===== src/hdl/oads_pkg.sv =====
// Package for the ordered array block: mode and status codes, plus the
// command and status structs between the controller and the datapath.
// No dependencies.
`default_nettype none

package oads_pkg;

  // Widths of counts and positions, data words and status codes on the ports
  localparam int unsigned CNT_W  = 7;
  localparam int unsigned WORD_W = 32;
  localparam int unsigned STAT_W = 3;

  // Item modes
  localparam logic [1:0] MODE_INSERT   = 2'd0;
  localparam logic [1:0] MODE_DELETE   = 2'd1;
  localparam logic [1:0] MODE_SEARCH   = 2'd2;
  localparam logic [1:0] MODE_TRAVERSE = 2'd3;

  // Status codes
  localparam logic [STAT_W-1:0] ST_OK       = 3'd0;
  localparam logic [STAT_W-1:0] ST_FULL     = 3'd1;
  localparam logic [STAT_W-1:0] ST_EMPTY    = 3'd2;
  localparam logic [STAT_W-1:0] ST_BADPOS   = 3'd3;
  localparam logic [STAT_W-1:0] ST_NOTFOUND = 3'd4;

  // What the result register takes its word and position from
  typedef enum logic [1:0] {
    EMIT_PLAIN = 2'd0,
    EMIT_FIND  = 2'd1,
    EMIT_TRAV  = 2'd2
  } emit_kind_e;

  // Controller to datapath
  typedef struct packed {
    logic              load_op;
    logic              shift_ins;
    logic              shift_del;
    logic              cap_match;
    logic              rotate;
    logic              emit;
    emit_kind_e        kind;
    logic [STAT_W-1:0] status;
    logic              last;
  } cmd_t;

  // Datapath to controller
  typedef struct packed {
    logic full;
    logic empty;
    logic bad_ins;
    logic bad_del;
    logic hit;
    logic trav_last;
  } sts_t;

endpackage

`default_nettype wire


===== src/hdl/oads_ctrl.sv =====
// Controller of the ordered array: sequences each item and issues commands
// to the datapath from its status.
// Depends on oads_pkg.
`default_nettype none

module oads_ctrl import oads_pkg::*; (
  input  wire logic       clk_i,
  input  wire logic       rst_ni,
  input  wire logic       start,
  input  wire logic [1:0] mode_i,
  output logic            busy,
  input  wire sts_t       sts_i,
  output cmd_t            cmd_o
);

  typedef enum logic [5:0] {
    S_IDLE = 6'b000001,
    S_INS  = 6'b000010,
    S_DEL  = 6'b000100,
    S_CMP  = 6'b001000,
    S_FIND = 6'b010000,
    S_TRAV = 6'b100000
  } state_e;

  state_e state_q, state_d;

  // Next state and commands
  always_comb begin
    state_d = state_q;
    cmd_o   = '0;
    cmd_o.kind   = EMIT_PLAIN;
    cmd_o.status = ST_OK;
    cmd_o.last   = 1'b1;
    busy    = 1'b1;
    case (state_q)
      S_IDLE: begin
        busy = 1'b0;
        if (start) begin
          cmd_o.load_op = 1'b1;
          case (mode_i)
            MODE_INSERT: state_d = S_INS;
            MODE_DELETE: state_d = S_DEL;
            MODE_SEARCH: state_d = S_CMP;
            default:     state_d = S_TRAV;
          endcase
        end
      end
      S_INS: begin
        cmd_o.emit = 1'b1;
        if (sts_i.full) begin
          cmd_o.status = ST_FULL;
        end else if (sts_i.bad_ins) begin
          cmd_o.status = ST_BADPOS;
        end else begin
          cmd_o.shift_ins = 1'b1;
        end
        state_d = S_IDLE;
      end
      S_DEL: begin
        cmd_o.emit = 1'b1;
        if (sts_i.empty) begin
          cmd_o.status = ST_EMPTY;
        end else if (sts_i.bad_del) begin
          cmd_o.status = ST_BADPOS;
        end else begin
          cmd_o.shift_del = 1'b1;
        end
        state_d = S_IDLE;
      end
      S_CMP: begin
        cmd_o.cap_match = 1'b1;
        state_d = S_FIND;
      end
      S_FIND: begin
        cmd_o.emit   = 1'b1;
        cmd_o.kind   = EMIT_FIND;
        cmd_o.status = sts_i.hit ? ST_OK : ST_NOTFOUND;
        state_d = S_IDLE;
      end
      S_TRAV: begin
        cmd_o.emit = 1'b1;
        if (sts_i.empty) begin
          cmd_o.status = ST_EMPTY;
          state_d = S_IDLE;
        end else begin
          // give the head cell and rotate the row by one
          cmd_o.kind   = EMIT_TRAV;
          cmd_o.rotate = 1'b1;
          cmd_o.last   = sts_i.trav_last;
          if (sts_i.trav_last) begin
            state_d = S_IDLE;
          end
        end
      end
      default: begin
        state_d = S_IDLE;
      end
    endcase
  end

  always_ff @(posedge clk_i or negedge rst_ni) begin
    if (!rst_ni) begin
      state_q <= S_IDLE;
    end else begin
      state_q <= state_d;
    end
  end

endmodule

`default_nettype wire


===== config.mk =====
export PLATFORM = sky130hd
export DESIGN_NAME = oads_ctrl
export DESIGN_NICKNAME = d
export VERILOG_FILES = /design/src/hdl/oads_pkg.sv /design/src/hdl/oads_ctrl.sv
export SDC_FILE = /design/constraint.sdc
export NUM_CORES = 1
export LEC_CHECK = 0
export ABC_AREA = 1
export BUFFER_PORTS_ARGS = -buffer_cell sky130_fd_sc_hd__buf_2
export CAP_MARGIN = 20
export CORE_AREA = 2 2 39 41
export CTS_CLUSTER_DIAMETER = 100
export DETAILED_ROUTE_END_ITERATION = 16
export DIE_AREA = 0 0 41 43
export PLACE_DENSITY = 0.69
export SLEW_MARGIN = 20
export SYNTH_ARGS = -nofsm -noshare
export SYNTH_HDL_FRONTEND = slang
export SYNTH_SLANG_ARGS = --single-unit

===== constraint.sdc =====
create_clock -name clk_i -period 1.4 [get_ports clk_i]
set_input_delay 0.14 -clock clk_i [delete_from_list [all_inputs] [get_ports clk_i]]
set_output_delay 0.14 -clock clk_i [all_outputs]
set_load 0.02 [all_outputs]

Word-level counts from Yosys, hierarchy flattened

Cells that the tools add are included.

Register bits after elaboration: 6
Bits of input ports: 11
Output and inout port bits: 13
Word-level logic and storage cells: 43

Eq/ne operators: 10
Mux-type cells: 29
Reduce and logical (&&, ||, !) cells: 3

Operators by type and width:

| kind                                                            | count |
|---|---|
| 6-bit case mux with 3 select lines                              | 2 |
| 6-bit two-way mux                                               | 3 |
| 1-bit two-way mux                                               | 15 |
| 2-bit two-way mux                                               | 6 |
| 3-bit case mux with 4 select lines                              | 1 |
| 6-bit by 1-bit == test with 1-bit output, second input constant | 1 |
| 6-bit by 2-bit == test with 1-bit output, second input constant | 1 |
| 6-bit by 3-bit == test with 1-bit output, second input constant | 1 |
| 6-bit by 4-bit == test with 1-bit output, second input constant | 1 |
| 6-bit by 5-bit == test with 1-bit output, second input constant | 1 |
| 6-bit == test, second input constant                            | 1 |
| 2-bit case mux with 2 select lines                              | 1 |
| 4-bit OR reduction                                              | 1 |
| 3-bit two-way mux                                               | 1 |
| 3-bit != test, second input constant                            | 1 |
| 2-bit by 1-bit == test with 1-bit output, second input constant | 1 |
| 2-bit == test, second input constant                            | 1 |
| 2-bit logical NOT                                               | 1 |
| 2-bit != test, second input constant                            | 1 |
| 2-bit AND reduction                                             | 1 |

Longest topological paths before layout

Gate-level depths: netlist of the first run.

Depth after elaboration: 4
Gate-level depth with buffers: 6
Mapped depth without buffers: 6

Least setup slack after synthesis of the first run

OpenSTA, ideal clock, no wires.

Path type: register to output
From: register state_q[2]
To: output cmd_o[7] (netlist name)
Arrival time: 1307 ps
Data required time: 1260 ps
Setup slack: -47 ps
Cell stages (with the launch flop): 7
Cells stage by stage: dfrtp_1 inv_1 nand2_1 nor2_1 nand2_1 nor2_1 buf_4

RTL lines:

| item                   | RTL line         | RTL |
|---|---|---|
| from (decl)            | oads_ctrl.sv:25  | `state_e state_q, state_d;` |
| from (signal assigned) | oads_ctrl.sv:105 | `state_q <= state_d;` |
| to (decl)              | oads_ctrl.sv:13  | `output cmd_t cmd_o` |

==> results of run 1 <==
-- power by group through the flow --
stage               Combinational, mW  Sequential (mW)  Clock, mW
finish                           1.23            0.291      0.170
global placement                0.600            0.279          0
detailed placement              0.604            0.282          0
global route                     1.31            0.294      0.190
floorplan                       0.463            0.275          0
CTS                              1.03            0.287      0.178
-- per-stage QoR --
step / hold WS, ns / util (%) / setup slack, ns
after detailed placement: -0.0337 / 45.3 / 0.0881
after global placement: -0.0323 / 45.3 / 0.0985
after floorplan: -0.156 / - / 0.0669
final: 0.138 / 70.1 / -0.0959
after CTS: 0.135 / 61.7 / -0.0816
after global routing: 0.151 / 70.1 / -0.136
-- timing repair --
action / in CTS / in global routing
hold buffers: 1 / 0
endpoints found under the setup margin: 13 / 17
endpoints found under the hold margin: 6 / 0
buffers inserted: 15 / 6
pin swaps: 8 / 11
gates cloned: 0 / 0
gates resized for setup: 28 / 22
-- worst max-delay path, stage by stage, from the launching register on --
cell     delay (ns)
dfrtp_1        0.42
buf_4          0.17
nor2_4         0.17
nand3_4        0.12
nor2_1         0.10
buf_4          0.14
-- path summary, 6_finish.rpt --
kind	slack, ns	cells after the start	to	startpoint
min in group asynchronous	0.24	2	state_q[5]$_DFFE_PN0P_	rst_ni
worst min register to register	0.66	3	state_q[4]$_DFFE_PN0P_	state_q[5]$_DFFE_PN0P_
worst min-delay path	0.14	3	state_q[3]$_DFFE_PN0P_	mode_i[1]
worst max register to register	-0.07	10	state_q[2]$_DFFE_PN0P_	state_q[3]$_DFFE_PN0P_
max in group asynchronous	0.94	2	state_q[0]$_DFFE_PN1P_	rst_ni
worst max-delay path	-0.1	5	cmd_o[11]	state_q[3]$_DFFE_PN0P_
-- kinds of logic after synthesis --
kind of cell / count (synthesis) / synth area share (%)
buffers and inverters: 15 / 12.1
flip-flops: 6 / 30.5
AND/OR/NAND/NOR: 48 / 55.2
AO/OA/AOI/OAI: 2 / 2.27
-- layout make-up --
cell class	instances	area share, %
inverters	14	5.42
multi-input cells	50	37.4
clock buffers	4	2.71
flip-flops and latches	6	16.0
well taps	16	2.06
repair buffers	45	36.4
-- routing by layer --
| metal | track usage [%] | up-vias |
|---|---|---|
| li1 | - | 323 |
| met5 | 0 | - |
| met4 | 6.00 | 0 |
| met3 | 1.57 | 2 |
| met2 | 36.3 | 22 |
| met1 | 19.4 | 317 |
-- cell usage in the layout (no fill, tap or decap) --
cell type	count
buf_4	24
nand2_4	2
nand2_2	5
nand3_4	1
nand2_1	5
or2_2	1
nand3_2	2
o22ai_2	1
inv_1	8
nor3_2	1
dfrtp_1	2
dfrtp_2	3
dfstp_2	1
clkbuf_1	1
nor2_1	11
o21ai_1	1
buf_6	10
clkbuf_4	3
nand4_4	1
nor2_4	8
nand3_1	2
nand4_1	7
dlygate4sd3_1	1
buf_2	10
inv_2	6
nor2_2	2
==> reports/qor.csv, run 1 <==
metric;value;unit
maxSlewViolCount;0;
setup_violations;9;
maxCapViolCount;0;
fillCellCount;116;
critPathArrivalTime;1.36;ns
worstMarginPinSlew;0.215;ns
internal_power;0.955;mW
grt_max_degree;7;
cts_tree;built;
gp_congestion;0.716;
power_density;1740;nW/µm²
antenna_found_initial;0;
cts_root_buf;clkbuf_4;
drt-initial-drc-count;8;
min_period_over_period;107;%
power_frac_clock;10.1;%
core_area;1380;µm²
rows;14;
nets;131;
synth_top_area_share;25.2;%
slew_headroom;85.6;%
grt_pass1_wl;2.28;mm
start_util;35.9;%
leakagePower;0.524;nW
final_hold_viol_count;0;
setup_ws;-0.0959;ns
syn-num-nets;82;
die_height;43;µm
postSynthAreaPerCell;7.00;µm²
p_sw;0.733;mW
dp_hpwl;917;µm
place_area;627;µm²
rsz0062_at_grt;true;
grt_pass1_vias;585;
worstHoldPathType;input port to flip-flop;
drcViolationCount;0;
async_flop_share;100;%
synthFlopType;dfrtp_1;
clock_latency;0.24;ns
portBuffers;23;
critPathKind;flip-flop to output pin;
p_seq_share;17.2;%
h-tree-depth;1;
final_area;970;µm²
via_count;664;
fin_worst_skew;0.00340;ns
fmax;669;MHz
ys_seq_area_share;30.5;%
ys_top_cells_by_count;nor2_1 (15), inv_1 (13), nand2_1 (10), nand4_1 (7), dfrtp_1 (5);
seqCellArea;155;µm²
status;finished, violations left;
routedWlPerCell;12.8;µm
final_cells;135;
comb_power_share;72.7;%
drive_above_1_share;68.1;%
ant_nets;0;
drt-total-wl;1.72;mm
reg_top3;state_q (6);
yosysWarnings;0;
power;1.69;mW
synth_cell_type_count;18;
met1_length;574;µm
wl_met3;66;µm
ios;24;
path_clk_slew;0.04;ns
largest_reg_flops;6;
ys_top_cells_by_area;dfrtp_1 (25%), nor2_1 (11%), inv_1 (9.8%);
mappedNetlistArea;497;µm²
crit_path_max_fanout;4;
synth-edff-count;0;
dr.pass1.iters;5;
routed_via_density;4.92;
dp_cells;109;
crit_path_end_kind;output pin;
max_flop_register;state_q;
start_kind;flip-flop;
fin_setup_tns;-0.535;ns
cts_buffers;3;
grt-ovfl-total;0;
die_x;41;µm
ys_ff_latch;6;
netSwitchingFraction;43.4;%
dieArea;1760;µm²
yosysMostFrequentCell;nor2_1;
clockBufferDepth;2;
syn_to_final_growth;95.2;%
wl_met2;1.06;mm
ir_worst_vdd;0.860;mV
topRoutingLayerUsed;met4;
min_period;1.50;ns
synth_area_leader_cell;dfrtp_1;
grtUsageTotal;18.9;%
cp_data_required_time;1.26;ns
violations;negative setup slack;
multiInputGateArea;363;µm²
cts.sinks;6;
synthCells;71;
diodes;0;
(Power assumes the default switching activity.)
==> run 2: changes to the inputs <==
Settings changed: RECOVER_POWER set to 25.
==> run 2 against run 1 <==
Effect of this change: the run still ends with negative setup slack left; via count decreased by 0.15%; largest cell class unchanged; routed wire length barely moved; sequential power hardly changed; critical endpoint unchanged.
==> reports/qor.csv, run 2 (same netlist as run 1, synthesis figures left out) <==
metric;value;unit;change
status;finished, violations left;;
violations;negative setup slack;;
crit_path_max_incr_delay;0.42;ns;about the same
routed_via_density;4.91;;-0.15%
gp_congestion;0.716;;unchanged
die_height;43;µm;unchanged
power_density;1740;nW/µm²;+0.12%
grt-ovfl-total;0;;unchanged
clock_latency;0.24;ns;about the same
crit_chain;buf_4, nor2_4, nand3_4, nor2_1, buf_4;;
maxCapViolCount;0;;unchanged
critPathKind;flip-flop to output pin;;
final_area;968;µm²;-0.13%
antenna_found_initial;0;;unchanged
crit_family;flip-flops;;
worstMarginPinSlew;0.304;ns;+0.0890 ns
routedWlPerCell;12.8;µm;about the same
nets;131;;unchanged
ant_nets;0;;unchanged
clockBufferDepth;2;;unchanged
fin_worst_skew;0.00341;ns;+0.00000502 ns
min_period_over_period;107;%;about the same
maxSlewViolCount;0;;unchanged
leakagePower;0.521;nW;-0.53%
core_area;1380;µm²;unchanged
rows;14;;unchanged
layout_commonest_cell;buf_4;;
slew_headroom;79.8;%;-5.9 points
layout_common_cells;buf_4 (24), nor2_1 (11), buf_6 (10);;
start_kind;flip-flop;;
reg_top3;state_q (6);;
place_area;627;µm²;unchanged
crit_path_top_delay_cell;dfrtp_1;;
drcViolationCount;0;;unchanged
grt_pass1_vias;585;;unchanged
crit_path_max_fanout;4;;unchanged
fmax;668;MHz;about the same
grt_max_degree;7;;unchanged
die_x;41;µm;unchanged
h-tree-depth;1;;unchanged
setup_violations;9;;unchanged
drive_above_1_share;67.2;%;-0.84 points
via_count;663;;-0.15%
cts.sinks;6;;unchanged
dieArea;1760;µm²;unchanged
start_util;35.9;%;unchanged
crit_path_end_kind;output pin;;
cts_root_buf;clkbuf_4;;
dr.pass1.iters;5;;unchanged
largest_reg_flops;6;;unchanged
setup_ws;-0.0961;ns;-0.000224 ns
worstHoldPathType;input port to flip-flop;;
diodes;0;;unchanged
min_period;1.50;ns;+0.000224 ns
max_flop_register;state_q;;
ir_worst_vdd;0.860;mV;about the same
final_hold_viol_count;0;;unchanged
cts_tree;built;;
cts_buffers;3;;unchanged
rsz0062_at_grt;true;;
ios;24;;unchanged
syn_to_final_growth;95.0;%;
cp_data_required_time;1.26;ns;about the same
power;1.69;mW;about the same
drt-total-wl;1.72;mm;about the same
critical_path.most_common_cell;buf_4;;
critPathArrivalTime;1.36;ns;about the same
portBuffers;23;;unchanged
path_clk_slew;0.04;ns;about the same
dp_hpwl;917;µm;unchanged
grt_pass1_wl;2.28;mm;unchanged
grtUsageTotal;18.9;%;unchanged
critPathBufInv;2;;unchanged
drt-initial-drc-count;9;;+1
run 2: changes by cell type in the layout (fill, tap and decap cells not counted), sizes merged:
cell and change:
buf -1, clkbuf +1
run 2: cell type report:
cell class,instances,area [µm²]
fillers,117,415
multi-input cells,50,363
repair buffers,45,352
flip-flops and latches,6,155
inverters,14,52.6
clock buffers,4,26.3
well taps,16,20.0
run 2: repair_timing:
item | in CTS | in global routing
setup buffers | 15 | 6
pin swaps | 8 | 11
endpoints found under the hold margin | 6 | 0
setup endpoints to repair | 13 | 17
hold buffers | 1 | 0
resized for setup | 28 | 22
run 2: metal layers:
layer / routed length (µm) / part of all wire (%) / GRT usage, %
met3: 66 / 3.8 / 1.57
met1: 575 / 33 / 19.4
met2: 1060 / 62 / 36.3
met4: 19 / 1.1 / 6.00
met5: 0 / 0 / 0
run 2: worst paths after layout:
| kind | start | to | slack, ns | cells past startpoint |
|---|---|---|---|---|
| max in group asynchronous | rst_ni | state_q[0]$_DFFE_PN1P_ | 0.83 | 2 |
| max reg2reg | state_q[3]$_DFFE_PN0P_ | state_q[2]$_DFFE_PN0P_ | -0.07 | 10 |
| min in group asynchronous | rst_ni | state_q[5]$_DFFE_PN0P_ | 0.29 | 2 |
| max | state_q[3]$_DFFE_PN0P_ | cmd_o[11] | -0.1 | 5 |
| min reg2reg | state_q[5]$_DFFE_PN0P_ | state_q[4]$_DFFE_PN0P_ | 0.66 | 3 |
| min | mode_i[1] | state_q[3]$_DFFE_PN0P_ | 0.14 | 3 |
run 2: metrics by stage:
stage | cells | worst slack, ns | util, % | TNS (ns) | hold WS [ns]
3_3_place_gp | 109 | 0.0985 | 45.3 | 0 | -0.0323
3_5_place_dp | 109 | 0.0881 | 45.3 | 0 | -0.0337
5_1_grt | 135 | -0.136 | 70.0 | -1.20 | 0.151
2_1_floorplan | 71 | 0.0669 | - | 0 | -0.156
6_report | 135 | -0.0961 | 70.0 | -0.537 | 0.138
4_1_cts | 129 | -0.0816 | 61.7 | -0.466 | 0.135
run 2: power breakdown:
group / switching, mW / internal, mW / total, mW
logic: 0.613 / 0.614 / 1.23
registers: 0.0584 / 0.232 / 0.291
clock network: 0.0620 / 0.108 / 0.170
total: 0.733 / 0.954 / 1.69
run 2: worst reg2reg max path: stages, from the launching register on:
cell and delay (ns):
dfrtp_1 0.42, inv_2 0.07, nand2_4 0.10, nor2_4 0.05, buf_4 0.12, buf_4 0.12, buf_4 0.12, buf_4 0.12
buf_4 0.12, nand4_1 0.07, nor2_1 0.04
==> run 3: changes to the inputs <==
Clock period 1.4 ns to 1.6 ns, I/O delays scaled along.
==> run 3 against run 2 <==
Effect of this change: the run now ends clean; first-iteration DRC count shrank 56%; core utilization decreased by 20 points; power down 42%; die area did not move; sequential cell count stayed put; clock skew is 0.0032 ns lower; routed wire length fell by 33%.
==> reports/qor.csv, run 3 (same netlist as run 1, synthesis figures left out) <==
metric;value;unit;change
routedWlPerCell;10.0;µm;-21%
setup_violations;0;;-9
critPathBufInv;2;;unchanged
die_height;43;µm;unchanged
cts.sinks;6;;unchanged
worstMarginPinSlew;0.332;ns;+0.0285 ns
place_area;624;µm²;-0.40%
p_seq_share;25.2;%;+8.0 points
cts_root_buf;clkbuf_4;;
cts_buffers;3;;unchanged
crit_chain;inv_1, nand2_2, nor2_4, nand2_2, o22ai_1, buf_4;;
min_to;state_q[3]$_DFFE_PN0P_;;
critPathArrivalTime;1.38;ns;+0.02 ns
final_hold_viol_count;0;;unchanged
min_period;1.54;ns;
max_flop_register;state_q;;
ios;24;;unchanged
dp_hpwl;932;µm;+1.6%
r2r_start;state_q[0]$_DFFE_PN1P_;;
ff2ff_setup_slack;0.42;ns;+0.49 ns
min_period_over_period;96.5;%;
fin_worst_skew;0.000241;ns;-0.00317 ns
crit_family;flip-flops;;
drt-initial-drc-count;4;;-5
cts_tree;built;;
slew_headroom;77.9;%;-1.9 points
dieArea;1760;µm²;unchanged
portBuffers;23;;unchanged
maxCapViolCount;0;;unchanged
power_density;1420;nW/µm²;-19%
comb_power_share;59.5;%;-13 points
syn_to_final_growth;40.1;%;
nets;111;;-15%
crit_path_top_delay_cell;dfrtp_1;;
ant_nets;0;;unchanged
start_util;35.9;%;unchanged
worstHoldPathType;input port to flip-flop;;
cp_data_required_time;1.44;ns;+0.18 ns
grt_pass1_wl;1.59;mm;-30%
fillCellCount;149;;+27%
internal_power;0.502;mW;-47%
maxSlewViolCount;0;;unchanged
drive_above_1_share;46.5;%;-21 points
drcViolationCount;0;;unchanged
grt_pass1_vias;444;;-24%
routed_via_density;4.75;;-3.3%
setup_ws;0.0555;ns;+0.152 ns
start_kind;flip-flop;;
fmax;647;MHz;
antenna_found_initial;0;;unchanged
layout_commonest_cell;buf_2;;
leakagePower;0.404;nW;-23%
via_count;546;;-18%
grt_max_degree;7;;unchanged
place_ws;0.267;ns;+0.179 ns
holdCritStartpoint;mode_i[1];;
critical_path.most_common_cell;nand2_2;;
clock_latency;0.24;ns;about the same
netSwitchingFraction;49.0;%;+5.6 points
dr.pass1.iters;4;;-1
rows;14;;unchanged
final_area;696;µm²;-28%
p_sw;0.483;mW;-34%
diodes;0;;unchanged
die_x;41;µm;unchanged
r2r_end;state_q[5]$_DFFE_PN0P_;;
drt-total-wl;1.16;mm;-33%
grt-ovfl-total;0;;unchanged
grtUsageTotal;13.4;%;-5.5 points
crit_path_max_fanout;3;;-1
gp_congestion;0.715;;-0.15%
crit_path_end_kind;output pin;;
largest_reg_flops;6;;unchanged
clockBufferDepth;2;;unchanged
path_clk_slew;0.05;ns;about the same
crit_path_max_incr_delay;0.40;ns;-0.02 ns
status;finished, final reports clean;;
critPathKind;flip-flop to output pin;;
r2r_cells;5;;-5
ir_worst_vdd;0.631;mV;-27%
layout_common_cells;buf_2 (19), nor2_1 (13), inv_1 (12);;
power_frac_clock;15.3;%;+5.2 points
core_area;1380;µm²;unchanged
holdPathStages;3;;unchanged
reg_top3;state_q (6);;
h-tree-depth;1;;unchanged
## run 3: cell count changes in the layout (fill, tap and decap cells not counted), moves of 2 or more
cell / before / now
nand2_1: 5 / 8
buf_2: 9 / 19
buf_6: 10 / 0
dfrtp_1: 2 / 4
dfrtp_2: 3 / 1
buf_4: 24 / 4
nor2_1: 11 / 13
nand3_1: 2 / 4
nor2_4: 8 / 6
nand2_4: 2 / 0
inv_1: 8 / 12
inv_2: 6 / 2
nand3_2: 2 / 0
## run 3: power groups by stage
stage | Clock (mW) | Sequential (mW) | Combinational [mW]
finish | 0.151 | 0.249 | 0.586
global route | 0.162 | 0.254 | 0.652
CTS | 0.157 | 0.244 | 0.530
detailed placement | 0 | 0.246 | 0.525
global placement | 0 | 0.244 | 0.524
floorplan | 0 | 0.240 | 0.405
## run 3: cell type report
class / count / area [µm²] / area share (%)
repair buffers: 25 / 139 / 20.0
well taps: 16 / 20.0 / 2.88
multi-input cells: 50 / 305 / 43.9
clock buffers: 4 / 26.3 / 3.78
flip-flops and latches: 6 / 153 / 21.9
inverters: 14 / 52.6 / 7.55
## run 3: per-stage QoR
step / utilization (%) / hold WS [ns] / instances / setup TNS, ns / power, mW
2_1_floorplan: - / -0.136 / 71 / 0 / 0.645
3_3_place_gp: 45.1 / -0.0128 / 109 / 0 / 0.768
3_5_place_dp: 45.1 / -0.00988 / 109 / 0 / 0.771
4_1_cts: 47.7 / 0.146 / 114 / 0 / 0.931
5_1_grt: 50.3 / 0.181 / 115 / -0.109 / 1.07
6_report: 50.3 / 0.154 / 115 / 0 / 0.985
## run 3: per-layer routing
layer | wire length [µm] | part of all wire, % | up-vias | global-route usage [%]
met3 | 89 | 7.7 | 0 | 1.57
met5 | 0 | 0 | - | 0
li1 | - | - | 284 | -
met4 | 0 | 0 | 0 | 6.00
met1 | 431 | 37 | 241 | 13.9
met2 | 635 | 55 | 21 | 24.4
## run 3: tightest hold or removal path: cells and delay by family
| family | cells | cell delay, ns |
|---|---|---|
| buffers and inverters | 1 | 0.11 |
| AND/OR/NAND/NOR | 2 | 0.09 |
## run 3: how the worst max path moves through the flow
stage,from,to,depth (start not counted)
final,state_q[2]$_DFFE_PN0P_,cmd_o[1],6
after global routing,state_q[3]$_DFFE_PN0P_,cmd_o[1],6
after detailed placement,state_q[5]$_DFFE_PN0P_,cmd_o[1],6
after global placement,state_q[1]$_DFFE_PN0P_,cmd_o[1],4
after floorplan,state_q[2]$_DFFE_PN0P_,cmd_o[7],6
after CTS,state_q[1]$_DFFE_PN0P_,cmd_o[1],4
## run 3: timing repair
action	in CTS	in global routing
endpoints found under the hold margin	6	0
hold buffers	1	0
setup buffers	0	1
endpoints found under the setup margin	2	8
gates resized for setup	0	11
pin swaps	1	2
